File: src/hdl/evb36_pkg.sv
`default_nettype none
package evb36_pkg;

  // Result status codes.
  localparam logic [1:0] ST_OK    = 2'd0;
  localparam logic [1:0] ST_MID   = 2'd1;
  localparam logic [1:0] ST_TRUNC = 2'd2;

  // Byte values with a special meaning in the evacuated format.
  localparam logic [7:0] QUOTE_MIN = 8'o360;
  localparam logic [6:0] PAD_CHAR  = 7'o003;
  localparam logic [6:0] CH_BELL   = 7'o007;
  localparam logic [6:0] CH_LF     = 7'o012;
  localparam logic [6:0] CH_CR     = 7'o015;
  localparam logic [6:0] CH_RUB    = 7'o177;

  // Number of bytes that follow a quote byte.
  localparam logic [2:0] QUOTE_BYTES = 3'd4;

  typedef logic [6:0] char_t;
  typedef char_t [3:0] chars_t;

  // One input item as it travels between the stages.
  typedef struct packed {
    logic       req_type;
    logic [7:0] byte_value;
  } item_t;

  // First character that a data byte below the quote range gives.
  function automatic char_t lead_char(input logic [7:0] b);
    char_t c;
    if (b == 8'o012) c = CH_CR;
    else if (b == 8'o015) c = CH_LF;
    else if (b < 8'o200) c = b[6:0];
    else if (b == 8'o356) c = CH_CR;
    else c = CH_RUB;
    return c;
  endfunction

  // Whether a data byte gives a second character.
  function automatic logic has_tail(input logic [7:0] b);
    return (b == 8'o012) || (b == 8'o177) || ((b >= 8'o200) && (b <= 8'o355));
  endfunction

  // Second character of a data byte; only meaningful where has_tail holds.
  function automatic char_t tail_char(input logic [7:0] b);
    char_t c;
    if (b == 8'o012) c = CH_LF;
    else if (b == 8'o177) c = CH_BELL;
    else if (b[6:0] == CH_BELL) c = CH_RUB;
    else if (b[6:0] == CH_LF) c = CH_CR;
    else if (b[6:0] == CH_CR) c = CH_LF;
    else c = b[6:0];
    return c;
  endfunction

  // Five characters packed first to last, low bit zero.
  function automatic logic [35:0] pack_word(input chars_t p, input char_t c);
    return {p[0], p[1], p[2], p[3], c, 1'b0};
  endfunction

endpackage
`default_nettype wire

File: src/hdl/evb36_in_stage.sv
`default_nettype none
module evb36_in_stage
  import evb36_pkg::*;
(
  input  wire logic       clk,
  input  wire logic       rst,
  input  wire logic       in_valid,
  output logic            in_ready,
  input  wire logic       req_type,
  input  wire logic [7:0] byte_value,
  output logic            item_valid,
  input  wire logic       item_take,
  output item_t           item
);

  // The register takes a new item whenever it is empty or its item moves on.
  assign in_ready = !item_valid || item_take;

  always_ff @(posedge clk) begin
    if (rst) begin
      item_valid <= 1'b0;
    end else if (in_ready) begin
      item_valid <= in_valid;
    end
  end

  // The payload needs no reset.
  always_ff @(posedge clk) begin
    if (in_valid && in_ready) begin
      item.req_type   <= req_type;
      item.byte_value <= byte_value;
    end
  end

endmodule
`default_nettype wire

File: src/hdl/evb36_assembler.sv
`default_nettype none
module evb36_assembler
  import evb36_pkg::*;
(
  input  wire logic        clk,
  input  wire logic        rst,
  input  wire logic        item_valid,
  output logic             item_take,
  input  wire item_t       item,
  output logic             out_valid,
  input  wire logic        out_ready,
  output logic [35:0]      word_value,
  output logic [1:0]       status,
  output logic             last
);

  chars_t      pend;
  chars_t      pend_next;
  logic [2:0]  count;
  logic [2:0]  count_next;
  logic [2:0]  qrem;
  logic [2:0]  qrem_next;
  logic [27:0] accum;
  logic [27:0] accum_next;

  logic        emit;
  logic [35:0] w;
  logic [1:0]  st;
  logic        lst;
  chars_t      padded;
  char_t       c0;
  char_t       c1;
  logic        two;
  logic [7:0]  b;
  logic        slot_free;

  assign b   = item.byte_value;
  assign c0  = lead_char(b);
  assign c1  = tail_char(b);
  assign two = has_tail(b);

  // Partial word filled out with pad characters for the end of the stream.
  always_comb begin
    for (int k = 0; k < 4; k++) begin
      padded[k] = (3'(k) < count) ? pend[k] : PAD_CHAR;
    end
  end

  // Next state and result of the item in the input register.
  always_comb begin
    pend_next  = pend;
    count_next = count;
    qrem_next  = qrem;
    accum_next = accum;
    emit       = 1'b0;
    w          = '0;
    st         = ST_OK;
    lst        = 1'b0;
    if (item.req_type) begin
      // End of stream always leaves the state clear.
      count_next = '0;
      qrem_next  = '0;
      accum_next = '0;
      if (qrem != 3'd0) begin
        emit = 1'b1;
        st   = ST_TRUNC;
        lst  = 1'b1;
      end else if (count != 3'd0) begin
        emit = 1'b1;
        lst  = 1'b1;
        w    = pack_word(padded, PAD_CHAR);
      end
    end else if (qrem != 3'd0) begin
      // Bytes of a quoted word are plain data.
      if (qrem == 3'd1) begin
        emit       = 1'b1;
        w          = {accum, b};
        qrem_next  = '0;
        accum_next = '0;
      end else begin
        accum_next = {accum[19:0], b};
        qrem_next  = qrem - 3'd1;
      end
    end else if (b >= QUOTE_MIN) begin
      if (count != 3'd0) begin
        // A quote in the middle of a word drops the partial word.
        emit       = 1'b1;
        st         = ST_MID;
        count_next = '0;
      end else begin
        accum_next = {24'd0, b[3:0]};
        qrem_next  = QUOTE_BYTES;
      end
    end else if (count == 3'd4) begin
      // The first character completes the word; a second one starts the next.
      emit = 1'b1;
      w    = pack_word(pend, c0);
      if (two) begin
        pend_next[0] = c1;
        count_next   = 3'd1;
      end else begin
        count_next   = 3'd0;
      end
    end else if (count == 3'd3 && two) begin
      // The second character completes the word.
      emit         = 1'b1;
      pend_next[3] = c0;
      w            = pack_word(pend_next, c1);
      count_next   = 3'd0;
    end else begin
      pend_next[count[1:0]] = c0;
      if (two) begin
        pend_next[count[1:0] + 2'd1] = c1;
        count_next = count + 3'd2;
      end else begin
        count_next = count + 3'd1;
      end
    end
  end

  // An item moves on unless its result would overwrite one still waiting.
  assign slot_free = !out_valid || out_ready;
  assign item_take = item_valid && (!emit || slot_free);

  // Decoder state.
  always_ff @(posedge clk) begin
    if (rst) begin
      count <= '0;
      qrem  <= '0;
    end else if (item_take) begin
      count <= count_next;
      qrem  <= qrem_next;
    end
  end

  always_ff @(posedge clk) begin
    if (item_take) begin
      pend  <= pend_next;
      accum <= accum_next;
    end
  end

  // Result register.
  always_ff @(posedge clk) begin
    if (rst) begin
      out_valid <= 1'b0;
    end else if (item_take && emit) begin
      out_valid <= 1'b1;
    end else if (out_ready) begin
      out_valid <= 1'b0;
    end
  end

  always_ff @(posedge clk) begin
    if (item_take && emit) begin
      word_value <= w;
      status     <= st;
      last       <= lst;
    end
  end

endmodule
`default_nettype wire

File: src/hdl/evacuated_byte_to_36bit_word_decoder.sv
// An accepted item is held in the input register; its result is then loaded into the result register.
// Throughput: one item per cycle while the input does not stall, set by the single pass
// from the input register through the character tables to the result register.
// Input stalls only while a result waits and the held item has a result of its own.
// Reset (rst, synchronous) empties both registers and clears the partial word.
`default_nettype none
module evacuated_byte_to_36bit_word_decoder
  import evb36_pkg::*;
(
  input  wire logic        clk,
  input  wire logic        rst,
  input  wire logic        in_valid,
  output logic             in_ready,
  input  wire logic        req_type,
  input  wire logic [7:0]  byte_value,
  output logic             out_valid,
  input  wire logic        out_ready,
  output logic [35:0]      word_value,
  output logic [1:0]       status,
  output logic             last
);

  logic  item_valid;
  logic  item_take;
  item_t item;

  // Input register.
  evb36_in_stage u_in (
    .clk        (clk),
    .rst        (rst),
    .in_valid   (in_valid),
    .in_ready   (in_ready),
    .req_type   (req_type),
    .byte_value (byte_value),
    .item_valid (item_valid),
    .item_take  (item_take),
    .item       (item)
  );

  // Character mapping, word packing and result register.
  evb36_assembler u_asm (
    .clk        (clk),
    .rst        (rst),
    .item_valid (item_valid),
    .item_take  (item_take),
    .item       (item),
    .out_valid  (out_valid),
    .out_ready  (out_ready),
    .word_value (word_value),
    .status     (status),
    .last       (last)
  );

endmodule
`default_nettype wire

File: config.mk
export PLATFORM = sky130hd
export DESIGN_NAME = evacuated_byte_to_36bit_word_decoder
export DESIGN_NICKNAME = d
export VERILOG_FILES = /design/src/hdl/evb36_pkg.sv /design/src/hdl/evb36_in_stage.sv /design/src/hdl/evb36_assembler.sv /design/src/hdl/evacuated_byte_to_36bit_word_decoder.sv
export SDC_FILE = /design/constraint.sdc
export NUM_CORES = 1
export LEC_CHECK = 0
export ABC_AREA = 0
export BUFFER_PORTS_ARGS = -buffer_cell sky130_fd_sc_hd__buf_2
export CORE_MARGIN = 4
export CORE_UTILIZATION = 64
export DETAILED_ROUTE_END_ITERATION = 12
export GPL_TIMING_DRIVEN = 0
export PLACE_DENSITY = 0.83
export SLEW_MARGIN = 20
export SYNTH_ARGS = -nofsm -noshare
export SYNTH_HDL_FRONTEND = slang
export SYNTH_SLANG_ARGS = --single-unit
File: constraint.sdc
create_clock -name clk -period 7.1 [get_ports clk]
set_input_delay 1.775 -clock clk [delete_from_list [all_inputs] [get_ports clk]]
set_output_delay 1.775 -clock clk [all_outputs]
set_load 0.05 [all_outputs]
## Word level (Yosys, flattened, before mapping)

Index checks and enable logic that the tools add are counted.

- Register bits: 112
- Output and inout port bits: 41
- Word-level logic and storage cells: 138

- Add/sub/neg operators: 4
- Order comparisons: 12
- Eq/ne operators: 15
- Multiplexer cells: 64
- Bitwise gates (word level): 5
- Reductions and logical operators: 24

Operator list:

| kind | count |
|---|---|
| two-way mux 36 bit | 8 |
| two-way mux 28 bit | 5 |
| two-way mux 7 bit | 19 |
| bitwise mux 28 bit | 2 |
| two-way mux 3 bit | 12 |
| demux 7 bit (select 2 bit) | 2 |
| == test 8 x 4 -> 1 bit (second input constant) | 2 |
| greater-or-equal comparator 8 bit (second input constant) | 2 |
| == test 7 x 4 -> 1 bit (second input constant) | 2 |
| two-way mux 1 bit | 12 |
| AND reduction 6 bit | 2 |
| nonzero test 3 bit | 3 |
| == test 8 x 7 -> 1 bit (second input constant) | 1 |
| == test 8 bit (second input constant) | 1 |
| <= comparator 8 bit (second input constant) | 1 |
| less-than comparator 8 bit (second input constant) | 1 |
| two-way mux 2 bit | 4 |
| == test 7 x 3 -> 1 bit (second input constant) | 1 |
| logical AND 1 bit | 7 |
| less-than comparator 1 x 3 -> 1 bit (first input constant) | 2 |
| less-than comparator 2 x 3 -> 1 bit (first input constant) | 2 |
| less-than comparator 2 x 3 -> 1 bit (second input constant) | 2 |
| != test 3 x 2 -> 1 bit (second input constant) | 2 |
| AND reduction 3 bit | 2 |
| other kinds (15) | 27 |

## Logic depth before layout (Yosys ltp)

- Depth after elaboration: 14
- Gate-level depth with buffers: 10
- Gate-level depth less buffers: 8

## Modules after synthesis

From an unflattened synthesis, not the netlist that was laid out.

- Cell total of the unflattened synthesis: 501
- Area total of the unflattened synthesis: 5652.9 um^2

Modules (own cells, without submodules):

| module | times used | cells an instance | area an instance (um^2) | sequential area each (um^2) |
|---|---|---|---|---|
| evb36_assembler | 1 | 487 | 5327.6 | 2992.9 |
| evb36_in_stage | 1 | 14 | 325.3 | 290.3 |

## Worst setup path before layout

OpenSTA, ideal clock, no wires.

- Path type: in2out
- Start: input out_ready
- End: output in_ready
- Arrival time: 2.344 ns
- Required time: 5.325 ns
- Setup slack: 2.981 ns
- Stages: 2
- Cell sequence: nor2b_1 -> o211ai_1

- Longest elaborated chain between the ends: 4

RTL lines:

| element | line | RTL |
|---|---|---|
| start, declared | evacuated_byte_to_36bit_word_decoder.sv:17 | `input wire logic out_ready,` |
| logical OR 1 bit | evb36_assembler.sv:122 | `assign slot_free = !out_valid \|\| out_ready;` |
| logical OR 1 bit | evb36_assembler.sv:123 | `assign item_take = item_valid && (!emit \|\| slot_free);` |
| logical AND 1 bit | evb36_assembler.sv:123 |  |
| logical OR 1 bit | evb36_in_stage.sv:17 | `assign in_ready = !item_valid \|\| item_take;` |
| end, declared | evacuated_byte_to_36bit_word_decoder.sv:13 | `output logic in_ready,` |

Every way passes these cells.

## Worst setup path in the final report

- Start: register u_asm.count[0]
- End: output in_ready

- Longest elaborated chain between the ends: 11

RTL lines:

| element | line | RTL |
|---|---|---|
| start, declared | evb36_assembler.sv:19 | `logic [2:0] count;` |
| start signal, assigned | evb36_assembler.sv:131 | `count <= count_next;` |
| == test 3 x 2 -> 1 bit | evb36_assembler.sv:104 | `end else if (count == 3'd3 && two) begin` |
| logical AND 1 bit | evb36_assembler.sv:104 |  |
| two-way mux 1 bit | evb36_assembler.sv:104 |  |
| two-way mux 1 bit | evb36_assembler.sv:94 | `end else if (count == 3'd4) begin` |
| two-way mux 1 bit | evb36_assembler.sv:84 | `end else if (b >= QUOTE_MIN) begin` |
| two-way mux 1 bit | evb36_assembler.sv:73 | `end else if (qrem != 3'd0) begin` |
| two-way mux 1 bit (*) | evb36_assembler.sv:59 | `if (item.req_type) begin` |
| logical NOT 1 bit (*) | evb36_assembler.sv:123 |  |
| logical OR 1 bit (*) | evb36_assembler.sv:123 |  |
| logical AND 1 bit (*) | evb36_assembler.sv:123 |  |
| logical OR 1 bit (*) | evb36_in_stage.sv:17 |  |

Every way passes the cells marked *; elsewhere a longest branch is shown, timed or not.

==> flow_metrics.tcl <==
set metrics [dict create \
    cts_resized 0 \
    r2r_end "u_asm.pend[5]" \
    arrival_ps 3020 \
    crit_type "reg -> out" \
    die_area_um2 10400 \
    yosysUniqueCellTypes 58 \
    die_w_um 102 \
    yosys_most_used_dff "edfxtp_1" \
    drcViolationCount 0 \
    fmax_ghz 0.208 \
    period_share_pct 67.6 \
    wl_per_cell_um 22.1 \
    rsz0062_at_grt "false" \
    portBuffers 52 \
    synth_async_sr_flop_share_pct 0 \
    cts_setup_buffers 0 \
    final_antenna_net_count 0 \
    synthesis.nets 531 \
    cp-startpoint "u_asm.count[0]" \
    cap_violations 0 \
    grt_pass1_wl_um 22700 \
    vias 4516 \
    critPathMaxFanout 8 \
    vdd_drop_max_mv 0.107 \
    reg2reg_slack_ps 3390 \
    final_cell_mix "edfxtp_1, buf_2, nor2_1, a21oi_1, and2_1" \
    grt_overflow 0 \
    netlist_area_um2 5650 \
    synth_edf_count 104 \
    crit_family "buffers and inverters" \
    wl_um 15200 \
    place_inst 671 \
    final_common_cell "edfxtp_1" \
    endpoint_kind "output pin" \
    power.density_nw_per_um2 202 \
    synthCells 508 \
    crit_required_ps 5330 \
    dpl-instance-area_um2 6090 \
    htree_levels 3 \
    track_usage_pct 29.6 \
    max_slew.worst_pin.slew_ps 1060 \
    place.gp.congestion 0.952 \
    coreArea_um2 8680 \
    syn_avg_cell_area_um2 11.1 \
    num_rows 34 \
    ys_seq_area_share_pct 58.1 \
    hp-class "reg -> reg" \
    path_cells "inv_1 > ha_1 > clkbuf_1 > nor2b_1 > clkbuf_1 > a221oi_1 > o211ai_1 > buf_2" \
    clk_pin_slew_worst_paths_ps 120 \
    die_height_um 102 \
    hpwl_um 11200 \
    grt_pass1_vias 3972 \
    stdcell_count 687 \
    fillers 615 \
    grt_max_degree 30 \
    status "complete, no violations" \
    cts_tree "done" \
    cts_sinks 112 \
    postCtsHoldBufs 0 \
    clock_path_buffers 2 \
    period_needed_ps 4800 \
    worst_setup_path_start_kind "flop" \
    slowest_delay_ps 590 \
    tns_ps 0 \
    final_cell_area_um2 6310 \
    via_per_inst 6.57 \
    register_area_um2 3280 \
    syn_to_final_growth_pct 11.7 \
    hold_violations 0 \
    fin_skew_ps 12.3 \
    clock_latency_ps 390 \
    cellLeakagePower_nw 2.26 \
    nNetsFinal 597 \
    ys_seq_elements 112 \
    slew_viol_final 0 \
    io_pins 54 \
    worstRegToRegCells 9 \
    drt-initial-drc-count 543 \
    final_layout_size_suffix_gt1_share_pct 16.2 \
    crit_path_end "in_ready" \
    cts_buffers 9 \
    crit_cells 8 \
    path_buf_inv 4 \
    diodes 0 \
    cpMaxStageDelayCell "dfxtp_1" \
    cts_root_buf "clkbuf_8" \
    fin_util_pct 72.8 \
    initial_core_util_pct 65.1 \
    reg2reg_from "u_asm.count[0]" \
    first_pass_iters 6 \
    multi_input_area_um2 2200 \
    yosys_warnings 0 \
    path_common_cell "clkbuf_1" \
    relSlewSlack_pct 28.8 \
    antenna_found_initial 0 \
    setup_violations 0 \
]
-- layout make-up --
cell class | instances | area share [%]
multi-input cells | 352 | 34.9
repair buffers | 55 | 4.64
clock buffers | 9 | 1.96
well taps | 108 | 2.14
inverters | 10 | 0.594
flip-flops and latches | 112 | 52.0
clock inverters | 7 | 1.45
plain buffers | 34 | 2.36
-- Yosys cell counts, drive strengths merged (2+ instances only) --
library cell	n	area, um2
mux2	6	67.6
nor2b	8	50.1
edfxtp	104	3120
a22o	17	149
o211ai	11	82.6
o31ai	2	15.0
or4	3	22.5
mux2i	5	50.1
nand2	34	128
nor3	12	60.1
a21oi	43	215
o31a	2	18.8
o22ai	6	43.8
dfxtp	8	160
or3	4	25.0
a221o	6	60.1
o32ai	2	17.5
a211o	2	17.5
inv	10	37.5
o21a	2	15.0
o22a	3	26.3
clkbuf	25	93.8
nand3	5	25.0
nor4	8	50.1
and3	2	12.5
nand3b	2	15.0
ha	10	125
a221oi	4	35.0
nand4	3	18.8
buf	9	55.1
and2	35	219
nor2	46	173
a21o	6	45.0
nand2b	3	18.8
o21ai	42	210
-- registers in the layout (all words and copies together), names as in the netlist --
| signal | cells |
|---|---|
| u_in.item_valid | 1 |
| u_in.item | 9 |
| u_asm.qrem | 3 |
| u_asm.out_valid | 1 |
| u_asm.pend | 28 |
| u_asm.accum | 28 |
| u_asm.last | 1 |
| u_asm.status | 2 |
| u_asm.word_value | 36 |
| u_asm.count | 3 |
-- report_power, final --
| group | total [mW] | switching [mW] | internal, mW | leakage, nW |
|---|---|---|---|---|
| Combinational | 0.127 | 0.0875 | 0.0394 | 1.12 |
| Sequential | 0.752 | 0.0129 | 0.739 | 1.04 |
| Clock | 0.400 | 0.254 | 0.145 | 0.106 |
| Total | 1.28 | 0.355 | 0.924 | 2.26 |
-- per-layer routing --
layer / wire length [um] / track usage [%] / part of all wire, %
met3: 1750 / 4.71 / 12
met5: 0 / 0 / 0
met2: 7050 / 44.8 / 46
met4: 287 / 8.78 / 1.9
met1: 6090 / 44.6 / 40
-- how the worst min path moves through the flow --
stage,start,endpoint,slack (ps),cells after the start
2_1_floorplan,u_asm.qrem[1],u_asm.qrem[1],460,2
6_report,u_asm.qrem[1],u_asm.qrem[1],550,2
5_1_grt,u_asm.accum[27],u_asm.word_value[35],580,1
3_5_place_dp,u_asm.qrem[1],u_asm.qrem[1],520,2
3_3_place_gp,u_asm.qrem[1],u_asm.qrem[1],470,2
4_1_cts,u_asm.qrem[1],u_asm.qrem[1],550,2
-- tightest hold or removal path: stages (launching register included) --
cell and delay (ps):
dfxtp_1 360, a21oi_1 70, nor2_1 90
-- metrics by stage --
stage | hold slack (ps) | power, mW | setup WS [ps]
2_1_floorplan | 457 | 0.848 | 2980
3_3_place_gp | 469 | 0.884 | 2170
3_5_place_dp | 521 | 0.889 | 2740
4_1_cts | 549 | 1.28 | 2300
5_1_grt | 577 | 1.32 | 2120
6_report | 550 | 1.28 | 2300
-- cells by family after synthesis --
| kind of cell | count (synthesis) | share of synthesized area, % |
|---|---|---|
| xor gates and xnor gates | 1 | 0.155 |
| adders and majority gates | 10 | 2.21 |
| muxes | 11 | 2.08 |
| buffers and inverters | 44 | 3.30 |
| and+or+nand+nor | 171 | 15.6 |
| AOI/OAI and AO/OA | 159 | 18.6 |
| DFF | 112 | 58.1 |
Power figures use the tool's default switching activity.
